--- src/hdl/sha_pkg.sv ---
// ---------------------------------------------------------------------------
// sha_pkg: shared types and constants
// round constants, initial hash values and controller types for the hasher
// ---------------------------------------------------------------------------
`default_nettype none
package sha_pkg;

  typedef enum logic [1:0] {
    ST_IDLE,
    ST_ROUND,
    ST_FOLD,
    ST_OUT
  } state_t;

  typedef struct packed {
    logic take_byte;
    logic pad_start;
    logic pad_final;
    logic load_win;
    logic do_round;
    logic fold;
    logic restart;
  } cmd_t;

  localparam logic [7:0] PAD_BYTE = 8'h80;
  localparam logic [6:0] PAD_LIMIT = 7'd56;
  localparam logic [5:0] LAST_ROUND = 6'd63;

  localparam logic [31:0] IV [8] = '{
    32'h6a09e667, 32'hbb67ae85, 32'h3c6ef372, 32'ha54ff53a,
    32'h510e527f, 32'h9b05688c, 32'h1f83d9ab, 32'h5be0cd19
  };

  localparam logic [31:0] K [64] = '{
    32'h428a2f98, 32'h71374491, 32'hb5c0fbcf, 32'he9b5dba5, 32'h3956c25b, 32'h59f111f1,
    32'h923f82a4, 32'hab1c5ed5, 32'hd807aa98, 32'h12835b01, 32'h243185be, 32'h550c7dc3,
    32'h72be5d74, 32'h80deb1fe, 32'h9bdc06a7, 32'hc19bf174, 32'he49b69c1, 32'hefbe4786,
    32'h0fc19dc6, 32'h240ca1cc, 32'h2de92c6f, 32'h4a7484aa, 32'h5cb0a9dc, 32'h76f988da,
    32'h983e5152, 32'ha831c66d, 32'hb00327c8, 32'hbf597fc7, 32'hc6e00bf3, 32'hd5a79147,
    32'h06ca6351, 32'h14292967, 32'h27b70a85, 32'h2e1b2138, 32'h4d2c6dfc, 32'h53380d13,
    32'h650a7354, 32'h766a0abb, 32'h81c2c92e, 32'h92722c85, 32'ha2bfe8a1, 32'ha81a664b,
    32'hc24b8b70, 32'hc76c51a3, 32'hd192e819, 32'hd6990624, 32'hf40e3585, 32'h106aa070,
    32'h19a4c116, 32'h1e376c08, 32'h2748774c, 32'h34b0bcb5, 32'h391c0cb3, 32'h4ed8aa4a,
    32'h5b9cca4f, 32'h682e6ff3, 32'h748f82ee, 32'h78a5636f, 32'h84c87814, 32'h8cc70208,
    32'h90befffa, 32'ha4506ceb, 32'hbef9a3f7, 32'hc67178f2
  };

  function automatic logic [31:0] rotr(input logic [31:0] x, input int n);
    rotr = (x >> n) | (x << (32 - n));
  endfunction

endpackage
`default_nettype wire

--- src/hdl/sha_if.sv ---
// ---------------------------------------------------------------------------
// sha_in_if / sha_out_if: request channels
// valid/ready channels for message bytes and digests
// ---------------------------------------------------------------------------
`default_nettype none
interface sha_in_if;
  logic       valid;
  logic       ready;
  logic [7:0] data_byte;
  logic       has_byte;
  logic       end_of_message;
  modport source (output valid, data_byte, has_byte, end_of_message, input ready);
  modport sink (input valid, data_byte, has_byte, end_of_message, output ready);
endinterface

interface sha_out_if;
  logic        valid;
  logic        ready;
  logic [63:0] digest_bits_255_192;
  logic [63:0] digest_bits_191_128;
  logic [63:0] digest_bits_127_64;
  logic [63:0] digest_bits_63_0;
  modport source (output valid, digest_bits_255_192, digest_bits_191_128,
                  digest_bits_127_64, digest_bits_63_0, input ready);
  modport sink (input valid, digest_bits_255_192, digest_bits_191_128,
                digest_bits_127_64, digest_bits_63_0, output ready);
endinterface
`default_nettype wire

--- src/hdl/sha_datapath.sv ---
// ---------------------------------------------------------------------------
// sha_datapath: block buffer, schedule and round logic
// one round per cycle, chaining words, byte packing and padding
// ---------------------------------------------------------------------------
`default_nettype none
module sha_datapath
  import sha_pkg::*;
(
  input  wire logic        clk,
  input  wire logic        rst_n,
  input  wire cmd_t        cmd,
  input  wire logic [7:0]  byte_in,
  input  wire logic [5:0]  round_idx,
  output logic             block_full,
  output logic             need_extra,
  output logic [255:0]     digest
);

  logic [31:0] blk_r [16];
  logic [31:0] win_r [16];
  logic [31:0] h_r [8];
  logic [31:0] v_r [8];
  logic [6:0]  fill_r;
  logic [60:0] len_r;

  logic [31:0] w_cur, s0, s1, t1, t2;
  logic [63:0] bits;
  logic [3:0]  widx;
  logic [1:0]  bsel;

  assign block_full = (fill_r == 7'd63);
  assign need_extra = (fill_r >= PAD_LIMIT);
  assign bits = {len_r, 3'b000};
  assign widx = fill_r[5:2];
  assign bsel = fill_r[1:0];

  always_comb begin
    s0 = rotr(win_r[1], 7) ^ rotr(win_r[1], 18) ^ (win_r[1] >> 3);
    s1 = rotr(win_r[14], 17) ^ rotr(win_r[14], 19) ^ (win_r[14] >> 10);
    w_cur = (round_idx < 6'd16) ? win_r[0] : (win_r[0] + s0 + win_r[9] + s1);
    t1 = v_r[7] + (rotr(v_r[4], 6) ^ rotr(v_r[4], 11) ^ rotr(v_r[4], 25))
         + ((v_r[4] & v_r[5]) ^ (~v_r[4] & v_r[6])) + K[round_idx] + w_cur;
    t2 = (rotr(v_r[0], 2) ^ rotr(v_r[0], 13) ^ rotr(v_r[0], 22))
         + ((v_r[0] & v_r[1]) ^ (v_r[0] & v_r[2]) ^ (v_r[1] & v_r[2]));
  end

  // window shifts each round so taps sit at fixed slots
  always_ff @(posedge clk) begin
    if (cmd.take_byte || cmd.pad_start) begin
      for (int i = 0; i < 4; i++) begin
        if (bsel == 2'(i)) begin
          blk_r[widx][31 - 8 * i -: 8] <= cmd.pad_start ? PAD_BYTE : byte_in;
        end else if (cmd.pad_start && bsel < 2'(i)) begin
          blk_r[widx][31 - 8 * i -: 8] <= 8'h00;
        end
      end
      if (cmd.pad_start) begin
        for (int j = 0; j < 16; j++) begin
          if (4'(j) > widx) blk_r[j] <= 32'h0;
        end
        if (!need_extra) begin
          blk_r[14] <= bits[63:32];
          blk_r[15] <= bits[31:0];
        end
      end
    end
    if (cmd.pad_final) begin
      for (int j = 0; j < 14; j++) blk_r[j] <= 32'h0;
      blk_r[14] <= bits[63:32];
      blk_r[15] <= bits[31:0];
    end
    if (cmd.load_win) begin
      for (int j = 0; j < 16; j++) win_r[j] <= blk_r[j];
    end else if (cmd.do_round) begin
      for (int j = 0; j < 15; j++) win_r[j] <= win_r[j + 1];
      win_r[15] <= w_cur;
    end
  end

  always_ff @(posedge clk) begin
    if (!rst_n || cmd.restart) begin
      for (int j = 0; j < 8; j++) h_r[j] <= IV[j];
      fill_r <= 7'd0;
      len_r  <= '0;
    end else begin
      if (cmd.take_byte) begin
        len_r  <= len_r + 61'd1;
        fill_r <= block_full ? 7'd0 : fill_r + 7'd1;
      end
      if (cmd.pad_start) fill_r <= 7'd0;
      if (cmd.fold) begin
        for (int j = 0; j < 8; j++) h_r[j] <= h_r[j] + v_r[j];
      end
    end
  end

  always_ff @(posedge clk) begin
    if (cmd.load_win) begin
      for (int j = 0; j < 8; j++) v_r[j] <= h_r[j];
    end else if (cmd.do_round) begin
      v_r[0] <= t1 + t2;
      v_r[1] <= v_r[0];
      v_r[2] <= v_r[1];
      v_r[3] <= v_r[2];
      v_r[4] <= v_r[3] + t1;
      v_r[5] <= v_r[4];
      v_r[6] <= v_r[5];
      v_r[7] <= v_r[6];
    end
  end

  assign digest = {h_r[0], h_r[1], h_r[2], h_r[3], h_r[4], h_r[5], h_r[6], h_r[7]};

endmodule
`default_nettype wire

--- src/hdl/sha_ctrl.sv ---
// ---------------------------------------------------------------------------
// sha_ctrl: hasher controller
// sequences byte intake, padding, rounds and digest hand-off
// ---------------------------------------------------------------------------
`default_nettype none
module sha_ctrl
  import sha_pkg::*;
(
  input  wire logic       clk,
  input  wire logic       rst_n,
  input  wire logic       in_fire,
  input  wire logic       has_byte,
  input  wire logic       end_of_message,
  input  wire logic       out_ready,
  input  wire logic       block_full,
  input  wire logic       need_extra,
  output logic            in_ready,
  output logic            out_valid,
  output cmd_t            cmd,
  output logic [5:0]      round_idx
);

  state_t      state_r, state_nxt;
  logic [5:0]  rnd_r, rnd_nxt;
  logic        fin_r, fin_nxt;   // digest pending after current block
  logic        pad_r, pad_nxt;   // length block still to run
  logic        go_r, go_nxt;     // window load or padding step this cycle
  logic        tail_r, tail_nxt; // padding still to start after this block

  assign round_idx = rnd_r;

  always_ff @(posedge clk) begin
    if (!rst_n) begin
      state_r <= ST_IDLE;
      rnd_r <= '0;
      fin_r <= 1'b0;
      pad_r <= 1'b0;
      go_r  <= 1'b0;
      tail_r <= 1'b0;
    end else begin
      state_r <= state_nxt;
      rnd_r <= rnd_nxt;
      fin_r <= fin_nxt;
      pad_r <= pad_nxt;
      go_r  <= go_nxt;
      tail_r <= tail_nxt;
    end
  end

  always_comb begin
    state_nxt = state_r;
    rnd_nxt = rnd_r;
    fin_nxt = fin_r;
    pad_nxt = pad_r;
    tail_nxt = tail_r;
    go_nxt = 1'b0;
    cmd = '0;
    in_ready = 1'b0;
    out_valid = 1'b0;
    unique case (state_r)
      ST_IDLE: begin
        in_ready = 1'b1;
        if (in_fire) begin
          if (has_byte && block_full) begin
            cmd.take_byte = 1'b1;
            go_nxt = 1'b1;
            fin_nxt = 1'b0;
            pad_nxt = 1'b0;
            tail_nxt = end_of_message;
            state_nxt = ST_ROUND;
            rnd_nxt = '0;
          end else begin
            cmd.take_byte = has_byte;
            if (end_of_message) begin
              go_nxt = 1'b1;
              fin_nxt = 1'b1;
              pad_nxt = 1'b1;
              state_nxt = ST_ROUND;
              rnd_nxt = '0;
            end
          end
        end
      end
      ST_ROUND: begin
        if (go_r) begin
          if (pad_r && fin_r) begin
            cmd.pad_start = 1'b1;
            go_nxt = 1'b1;
            if (need_extra) begin
              fin_nxt = 1'b0;
              pad_nxt = 1'b1;
            end else begin
              fin_nxt = 1'b1;
              pad_nxt = 1'b0;
            end
          end else begin
            cmd.load_win = 1'b1;
          end
        end else begin
          cmd.do_round = 1'b1;
          rnd_nxt = rnd_r + 6'd1;
          if (rnd_r == LAST_ROUND) state_nxt = ST_FOLD;
        end
      end
      ST_FOLD: begin
        if (go_r) begin
          // length block after the extra pad block
          cmd.pad_final = 1'b1;
          pad_nxt = 1'b0;
          fin_nxt = 1'b1;
          go_nxt = 1'b1;
          state_nxt = ST_ROUND;
        end else begin
          cmd.fold = 1'b1;
          rnd_nxt = '0;
          if (tail_r) begin
            tail_nxt = 1'b0;
            go_nxt = 1'b1;
            pad_nxt = 1'b1;
            fin_nxt = 1'b1;
            state_nxt = ST_ROUND;
          end else if (pad_r) begin
            go_nxt = 1'b1;
            state_nxt = ST_FOLD;
          end else if (fin_r) begin
            state_nxt = ST_OUT;
          end else begin
            state_nxt = ST_IDLE;
          end
        end
      end
      ST_OUT: begin
        out_valid = 1'b1;
        if (out_ready) begin
          cmd.restart = 1'b1;
          fin_nxt = 1'b0;
          state_nxt = ST_IDLE;
        end
      end
      default: state_nxt = ST_IDLE;
    endcase
  end

endmodule
`default_nettype wire

--- src/hdl/sha256_stream_hasher_unit.sv ---
// ---------------------------------------------------------------------------
// sha256_stream_hasher_unit: byte-serial SHA-256 hasher
// top level joining controller and datapath
// ---------------------------------------------------------------------------
// One request per cycle while the block buffer fills. The 64th byte of a
// block starts the compression: one round per cycle through a single round
// unit, a window load, 64 rounds and a chaining fold, and the input stalls
// until the fold is done. An end-of-message request adds a padding write
// before the window load, and the digest is offered after the fold, or
// after a second block when the padding needs one (more than 55 bytes
// pending, or the request also closed a full block). The digest is held in
// the chaining registers until taken; the next message starts after that.
`default_nettype none
module sha256_stream_hasher_unit
  import sha_pkg::*;
(
  input  wire logic   clk,
  input  wire logic   rst_n,
  sha_in_if.sink      in_ch,
  sha_out_if.source   out_ch
);

  cmd_t         cmd;
  logic         block_full, need_extra;
  logic [5:0]   round_idx;
  logic [255:0] digest;
  logic         in_fire;

  assign in_fire = in_ch.valid && in_ch.ready;

  sha_ctrl u_ctrl (
    .clk, .rst_n, .in_fire,
    .has_byte(in_ch.has_byte), .end_of_message(in_ch.end_of_message),
    .out_ready(out_ch.ready), .block_full, .need_extra,
    .in_ready(in_ch.ready), .out_valid(out_ch.valid), .cmd, .round_idx
  );

  sha_datapath u_dp (
    .clk, .rst_n, .cmd, .byte_in(in_ch.data_byte), .round_idx,
    .block_full, .need_extra, .digest
  );

  assign out_ch.digest_bits_255_192 = digest[255:192];
  assign out_ch.digest_bits_191_128 = digest[191:128];
  assign out_ch.digest_bits_127_64  = digest[127:64];
  assign out_ch.digest_bits_63_0    = digest[63:0];

endmodule
`default_nettype wire

--- src/flat_wrapper.sv ---
// flat-port wrapper written by rule: the top's interface ports become plain ports
module sha256_stream_hasher_unit_flat import sha_pkg::*;
  (clk, rst_n, in_ch_valid, in_ch_data_byte, in_ch_has_byte, in_ch_end_of_message, in_ch_ready, out_ch_valid, out_ch_digest_bits_255_192, out_ch_digest_bits_191_128, out_ch_digest_bits_127_64, out_ch_digest_bits_63_0, out_ch_ready);
  sha_in_if in_ch_i ();
  sha_out_if out_ch_i ();
  input  wire logic clk;
  input  wire logic rst_n;
  input wire logic [$bits(in_ch_i.valid)-1:0] in_ch_valid;
  input wire logic [$bits(in_ch_i.data_byte)-1:0] in_ch_data_byte;
  input wire logic [$bits(in_ch_i.has_byte)-1:0] in_ch_has_byte;
  input wire logic [$bits(in_ch_i.end_of_message)-1:0] in_ch_end_of_message;
  output wire logic [$bits(in_ch_i.ready)-1:0] in_ch_ready;
  output wire logic [$bits(out_ch_i.valid)-1:0] out_ch_valid;
  output wire logic [$bits(out_ch_i.digest_bits_255_192)-1:0] out_ch_digest_bits_255_192;
  output wire logic [$bits(out_ch_i.digest_bits_191_128)-1:0] out_ch_digest_bits_191_128;
  output wire logic [$bits(out_ch_i.digest_bits_127_64)-1:0] out_ch_digest_bits_127_64;
  output wire logic [$bits(out_ch_i.digest_bits_63_0)-1:0] out_ch_digest_bits_63_0;
  input wire logic [$bits(out_ch_i.ready)-1:0] out_ch_ready;
  assign in_ch_i.valid = in_ch_valid;
  assign in_ch_i.data_byte = in_ch_data_byte;
  assign in_ch_i.has_byte = in_ch_has_byte;
  assign in_ch_i.end_of_message = in_ch_end_of_message;
  assign in_ch_ready = in_ch_i.ready;
  assign out_ch_valid = out_ch_i.valid;
  assign out_ch_digest_bits_255_192 = out_ch_i.digest_bits_255_192;
  assign out_ch_digest_bits_191_128 = out_ch_i.digest_bits_191_128;
  assign out_ch_digest_bits_127_64 = out_ch_i.digest_bits_127_64;
  assign out_ch_digest_bits_63_0 = out_ch_i.digest_bits_63_0;
  assign out_ch_i.ready = out_ch_ready;
  sha256_stream_hasher_unit u_core (.clk(clk), .rst_n(rst_n), .in_ch(in_ch_i), .out_ch(out_ch_i));
endmodule
--- config.mk ---
export PLATFORM = sky130hd
export DESIGN_NAME = sha256_stream_hasher_unit_flat
export DESIGN_NICKNAME = d
export VERILOG_FILES = /design/src/hdl/sha_pkg.sv /design/src/hdl/sha_if.sv /design/src/hdl/sha_datapath.sv /design/src/hdl/sha_ctrl.sv /design/src/hdl/sha256_stream_hasher_unit.sv /design/src/flat_wrapper.sv
export SDC_FILE = /design/constraint.sdc
export NUM_CORES = 2
export LEC_CHECK = 0
export BUFFER_PORTS_ARGS = -buffer_cell sky130_fd_sc_hd__buf_2
export CAP_MARGIN = 20
export CORE_ASPECT_RATIO = 1.2
export CORE_UTILIZATION = 32
export CTS_BUF_LIST = sky130_fd_sc_hd__clkbuf_8
export DETAILED_ROUTE_END_ITERATION = 6
export MAX_ROUTING_LAYER = met4
export PLACE_DENSITY = 0.49
export SLEW_MARGIN = 20
export SYNTH_ARGS = -nofsm -noshare
export SYNTH_HDL_FRONTEND = slang
export SYNTH_SLANG_ARGS = --single-unit
--- constraint.sdc ---
create_clock -name clk -period 120.3 [get_ports clk]
set_input_delay 6.015 -clock clk [delete_from_list [all_inputs] [get_ports clk]]
set_output_delay 6.015 -clock clk [all_outputs]
set_load 0.05 [all_outputs]
Yosys cells after proc, flatten, opt, wreduce, memory -nomap -nowiden
Memories as Yosys holds them, arrays and structs flattened.
Cells that the tools add are included.
{"block": "word_totals", "regBits": 80, "inputBits": 14, "out_inout_bits": 258, "ram_bits": 1536, "wordCells": 407, "mem_bits_ro": 2048, "mem_count": 5}
{"block": "op_classes", "add_sub_neg": 21, "bitwise": 82, "n_lt_le_gt_ge": 23, "n_eq_ne": 18, "reduce_logical": 21, "n_mux": 229}
{"name": "(no name shown)", "depth": 64, "word_bits": 32, "rd": 1, "rd_ports_with_merged_regs": 0, "wr": 0, "line_no": "sha_datapath.sv:42", "text": "+ ((v_r[4] & v_r[5]) ^ (~v_r[4] & v_r[6])) + K[round_idx] + w_cur;"}
{"name": "u_core.u_dp.blk_r", "depth": 16, "word_bits": 32, "rd": 16, "rd_ports_with_merged_regs": 0, "wr": 16, "line_no": "sha_datapath.sv:19", "text": "logic [31:0] blk_r [16];"}
{"name": "u_core.u_dp.win_r", "depth": 16, "word_bits": 32, "rd": 16, "rd_ports_with_merged_regs": 0, "wr": 16, "line_no": "sha_datapath.sv:20", "text": "logic [31:0] win_r [16];"}
{"name": "u_core.u_dp.h_r", "depth": 8, "word_bits": 32, "rd": 8, "rd_ports_with_merged_regs": 0, "wr": 8, "line_no": "sha_datapath.sv:21", "text": "logic [31:0] h_r [8];"}
{"name": "u_core.u_dp.v_r", "depth": 8, "word_bits": 32, "rd": 8, "rd_ports_with_merged_regs": 0, "wr": 8, "line_no": "sha_datapath.sv:22", "text": "logic [31:0] v_r [8];"}
{"cell": "32-bit 2-to-1 mux", "count": 54}
{"cell": "32-bit adder", "count": 18}
{"cell": "32-bit bitwise XOR", "count": 9}
{"cell": "32-bit bitwise AND", "count": 5}
{"cell": "1-bit 2-to-1 mux", "count": 145}
{"cell": "61-bit by 1-bit adder with 61-bit output, second input constant", "count": 1}
{"cell": "1-bit OR", "count": 54}
{"cell": "8-bit 2-to-1 mux", "count": 5}
{"cell": "4-bit > comparator, first input constant", "count": 8}
{"cell": "32-bit inverter", "count": 1}
{"cell": "10-bit by 32-bit OR with 32-bit output", "count": 1}
{"cell": "13-bit by 32-bit OR with 32-bit output", "count": 1}
{"cell": "14-bit by 32-bit OR with 32-bit output", "count": 1}
{"cell": "15-bit by 32-bit OR with 32-bit output", "count": 1}
{"cell": "19-bit by 32-bit OR with 32-bit output", "count": 1}
{"cell": "21-bit by 32-bit OR with 32-bit output", "count": 1}
{"cell": "25-bit by 32-bit OR with 32-bit output", "count": 1}
{"cell": "26-bit by 32-bit OR with 32-bit output", "count": 1}
{"cell": "30-bit by 32-bit OR with 32-bit output", "count": 1}
{"cell": "7-bit by 32-bit OR with 32-bit output", "count": 1}
{"cell": "32-bit OR reduction", "count": 1}
{"cell": "32-bit by 22-bit bitwise XOR with 32-bit output", "count": 1}
{"cell": "32-bit by 29-bit bitwise XOR with 32-bit output", "count": 1}
{"cell": "6-bit 2-to-1 mux", "count": 5}
{"cell": "36 further kinds", "count": 76}

Longest topological paths before layout
{"block": "depth", "depth_word": 11, "ltp_mapped": 45, "depth_no_buf": 45}

By module
From an unflattened synthesis, not the netlist that was laid out.
{"block": "unflattened", "hier_cells": 9312, "area_unflattened_um2": 91786.8}
{"module": "sha_datapath", "area_each_um2": 90922.2, "n_inst": 1, "cells_per_inst": 9202}
{"module": "sha_ctrl", "area_each_um2": 858.3, "n_inst": 1, "cells_per_inst": 109}
{"module": "sha256_stream_hasher_unit", "area_each_um2": 6.3, "n_inst": 1, "cells_per_inst": 1}

Worst setup path after synthesis
No wires, ideal clock.
{"block": "synth_timing", "kind": "reg2reg", "startpoint": "reg u_core.u_ctrl.fin_r", "endpoint": "reg u_core.u_ctrl.pad_r", "stages_incl_launch_ff": 5, "slack_ns": 74.049, "setup_ns": 0.191, "arrival_time_ns": 46.060, "cell_sequence": "dfxtp_1 > a31oi_1 > a221oi_1 > o2111ai_1 > a21boi_0"}
{"block": "synth_via", "elab_chain_cells": 3}
{"element": "start, declared", "line_no": "sha_ctrl.sv:25", "text": "logic fin_r, fin_nxt;"}
{"element": "start signal, assigned", "line_no": "sha_ctrl.sv:43", "text": "fin_r <= fin_nxt;"}
{"element": "1-bit logical AND", "line_no": "sha_ctrl.sv:86", "text": "if (pad_r && fin_r) begin"}
{"element": "2-bit != test (no line)"}
{"element": "6-bit AND reduction (no line)"}
{"element": "end signal, assigned", "line_no": "sha_ctrl.sv:44", "text": "pad_r <= pad_nxt;"}
{"element": "end, declared", "line_no": "sha_ctrl.sv:26", "text": "logic pad_r, pad_nxt;"}
No other way between the ends.
A chain may end at the register's enable or synchronous reset.

==> flow_summary.yaml <==
status:
  status: "finished clean"
global_route:
  grt_pass1_wl_um: 499000
  grt_overflow_total: 0
  first_global_vias: 72210
  antenna_found_initial: 7
  globalRouteTotalUtil: 0.2395
  grt_max_degree: 206
worst_setup_path:
  slowest_delay_ns: 0.73
  crit_type: "reg2reg"
  end_kind: "flip-flop"
  worstPathArrival_ns: 12.35
  reg2reg_depth: 35
  cp.required_ns: 121.09
  critPathMostFrequentCell: "fa_1"
  startpoint_type: "flip-flop"
  slowest_stage: "o21ai_0"
  critPathMaxFanout: 4
synthesis:
  ys.warnings.count: 0
  synth_edf_count: 1085
  syn_area_per_cell_um2: 9.209
  async_reset_ff_frac: 0
  synth_nets: 10580
  synthCells: 9955
  synth.cell_area_mm2: 0.09167
  synth-seq-cells: 1616
  synth_cell_types: 91
  ys_seq_area_frac: 0.4714
  synthFlopType: "edfxtp_1"
final_layout:
  fin_cells: 14200
  regArea_mm2: 0.04322
  nNetsFinal: 10800
  fillers: 29130
  drive_gt1_frac: 0.08803
  mostFrequentLayoutCell: "nand2_1"
  multi_input_area_mm2: 0.04542
  layout_common_cells: "2822 x nand2_1, 1085 x edfxtp_1, 836 x nor2_1"
  syn2layout_area_growth_pct: 12.14
clock_network:
  clkTransAtPathRegs_ns: 0.07
  htreeDepth: 5
  postCtsSetupBuffers: 0
  cts_sinks: 1616
  root_buffer: "clkbuf_8"
  cts_hold_buffers: 0
  cts_resized: 0
  cts_tree: "yes"
  cts_buffers: 300
  clockBufferDepth: 4
  clk-insertion-delay-late_ns: 1.02
sta:
  clock_skew_ns: 0.09908
  grt_setup_unrepaired: "no"
  maxSlewHeadroom: 0.1548
  fin_hold_ws_ns: 0.4522
  layout_setup_ws_ns: 108.74
  finalSetupTns_ns: 0
  slew_viol_final: 0
  fin_crit_sh: 0.09607
  finalCriticalPeriod_ns: 11.56
  hold_viol_final: 0
  worst_pin_slew_ns: 1.268
  max_freq_mhz: 86.53
  setup_violations: 0
floorplanning:
  core_mm2: 0.2841
  row_count: 214
  initial_core_util: 0.3227
  dieArea_mm2: 0.2886
  die_y_um: 588.3
  die_w_um: 490.6
  io_pins: 272
placement:
  post-place-ws_ns: 109.04
  dp_hpwl_um: 249000
  dp_cells: 13650
  io_buffers: 271
  gp_congestion: 0.9898
worst_hold_path:
  holdPathStages: 2
  worstHoldPathType: "reg2reg"
flow_run:
  max_cap_violations: 0
detailed_routing:
  via_per_inst: 5.182
  drt_wl_total_um: 345700
  drc: 0
  drt_iter0_drc: 5856
  via_count: 73560
  ant_nets: 0
  post_drt_wl_per_cell_um: 24.35
  drt-pass1-iter-count: 6
## metal layers
metal | vias up | part of all wire | track usage
li1 | 34420 | - | -
met1 | 36230 | 0.42 | 0.2900
met2 | 2336 | 0.49 | 0.3988
met3 | 569 | 0.053 | 0.03258
met4 | 0 | 0.045 | 0.1007
met5 | - | 0 | -
## path summary, 6_finish.rpt
| check | start | to | slack [ns] |
|---|---|---|---|
| worst max-delay path | u_core.u_dp.win_r[0][40] | u_core.u_dp.v_r[0][28] | 108.74 |
| worst min-delay path | u_core.u_dp.blk_r[7][30] | u_core.u_dp.blk_r[7][30] | 0.45 |
| worst max register to register | u_core.u_dp.win_r[0][40] | u_core.u_dp.v_r[0][28] | 108.74 |
| worst min register to register | u_core.u_dp.blk_r[7][30] | u_core.u_dp.blk_r[7][30] | 0.45 |
## state kept, by name, indices dropped and copies added (netlist names)
| register | flops |
|---|---|
| u_core.u_dp.v_r | 256 |
| u_core.u_ctrl.pad_r | 1 |
| u_core.u_ctrl.go_r | 1 |
| u_core.u_ctrl.state_r | 2 |
| u_core.u_dp.h_r | 256 |
| u_core.u_dp.win_r | 512 |
| u_core.u_ctrl.round_idx | 6 |
| u_core.u_dp.blk_r | 512 |
| u_core.u_dp.fill_r | 7 |
| u_core.u_ctrl.fin_r | 1 |
| u_core.u_dp.len_r | 61 |
| u_core.u_ctrl.tail_r | 1 |
## critical path: cells and delay by family (launching register included)
kind            cells  cell delay [ns]
simple gates        5             1.07
fa+ha+maj          10             4.40
flops               1             0.49
buf+inv             2             0.09
compound gates     15             4.44
xor+xnor            3             0.83
## area by class of cell
type | instances | area share
Multi-Input combinational cell | 7465 | 0.4418
Tap cell | 3780 | 0.04601
Clock buffer | 331 | 0.04431
Antenna cell | 10 | 0.0002434
Sequential cell | 1616 | 0.4204
Inverter | 389 | 0.01420
Timing Repair Buffer | 401 | 0.02330
Clock inverter | 203 | 0.009725
## Yosys cell counts (105+ instances only)
cell type,count,area share
nor3_1,105,0.0057
clkbuf_1,456,0.019
xor2_1,184,0.018
mux2i_1,195,0.021
edfxtp_1,1085,0.36
a21oi_1,617,0.034
o21ai_0,370,0.020
nor2_1,843,0.035
ha_1,418,0.057
dfxtp_1,531,0.12
inv_1,388,0.016
fa_1,197,0.043
nand2_1,2825,0.12
xnor2_1,397,0.038
a21o_1,232,0.019
## logic make-up after synthesis
group	count (synthesis)	synth area share
simple gates	4241	0.1876
xor+xnor	581	0.05551
buf+inv	874	0.03581
flops	1616	0.4714
compound gates	1761	0.1194
fa+ha+maj	638	0.1026
mux	244	0.02768
## metrics by stage
| step | cell area, um2 | util |
|---|---|---|
| floorplan | 91670 | - |
| global placement | 97140 | 0.3419 |
| detailed placement | 97180 | 0.3421 |
| CTS | 102700 | 0.3616 |
| global route | 102800 | 0.3618 |
| finish | 102800 | 0.3619 |
Power is left out: the tool's default activity adds up to more than one toggle a clock period on the data nets, which glitch-free logic cannot reach.
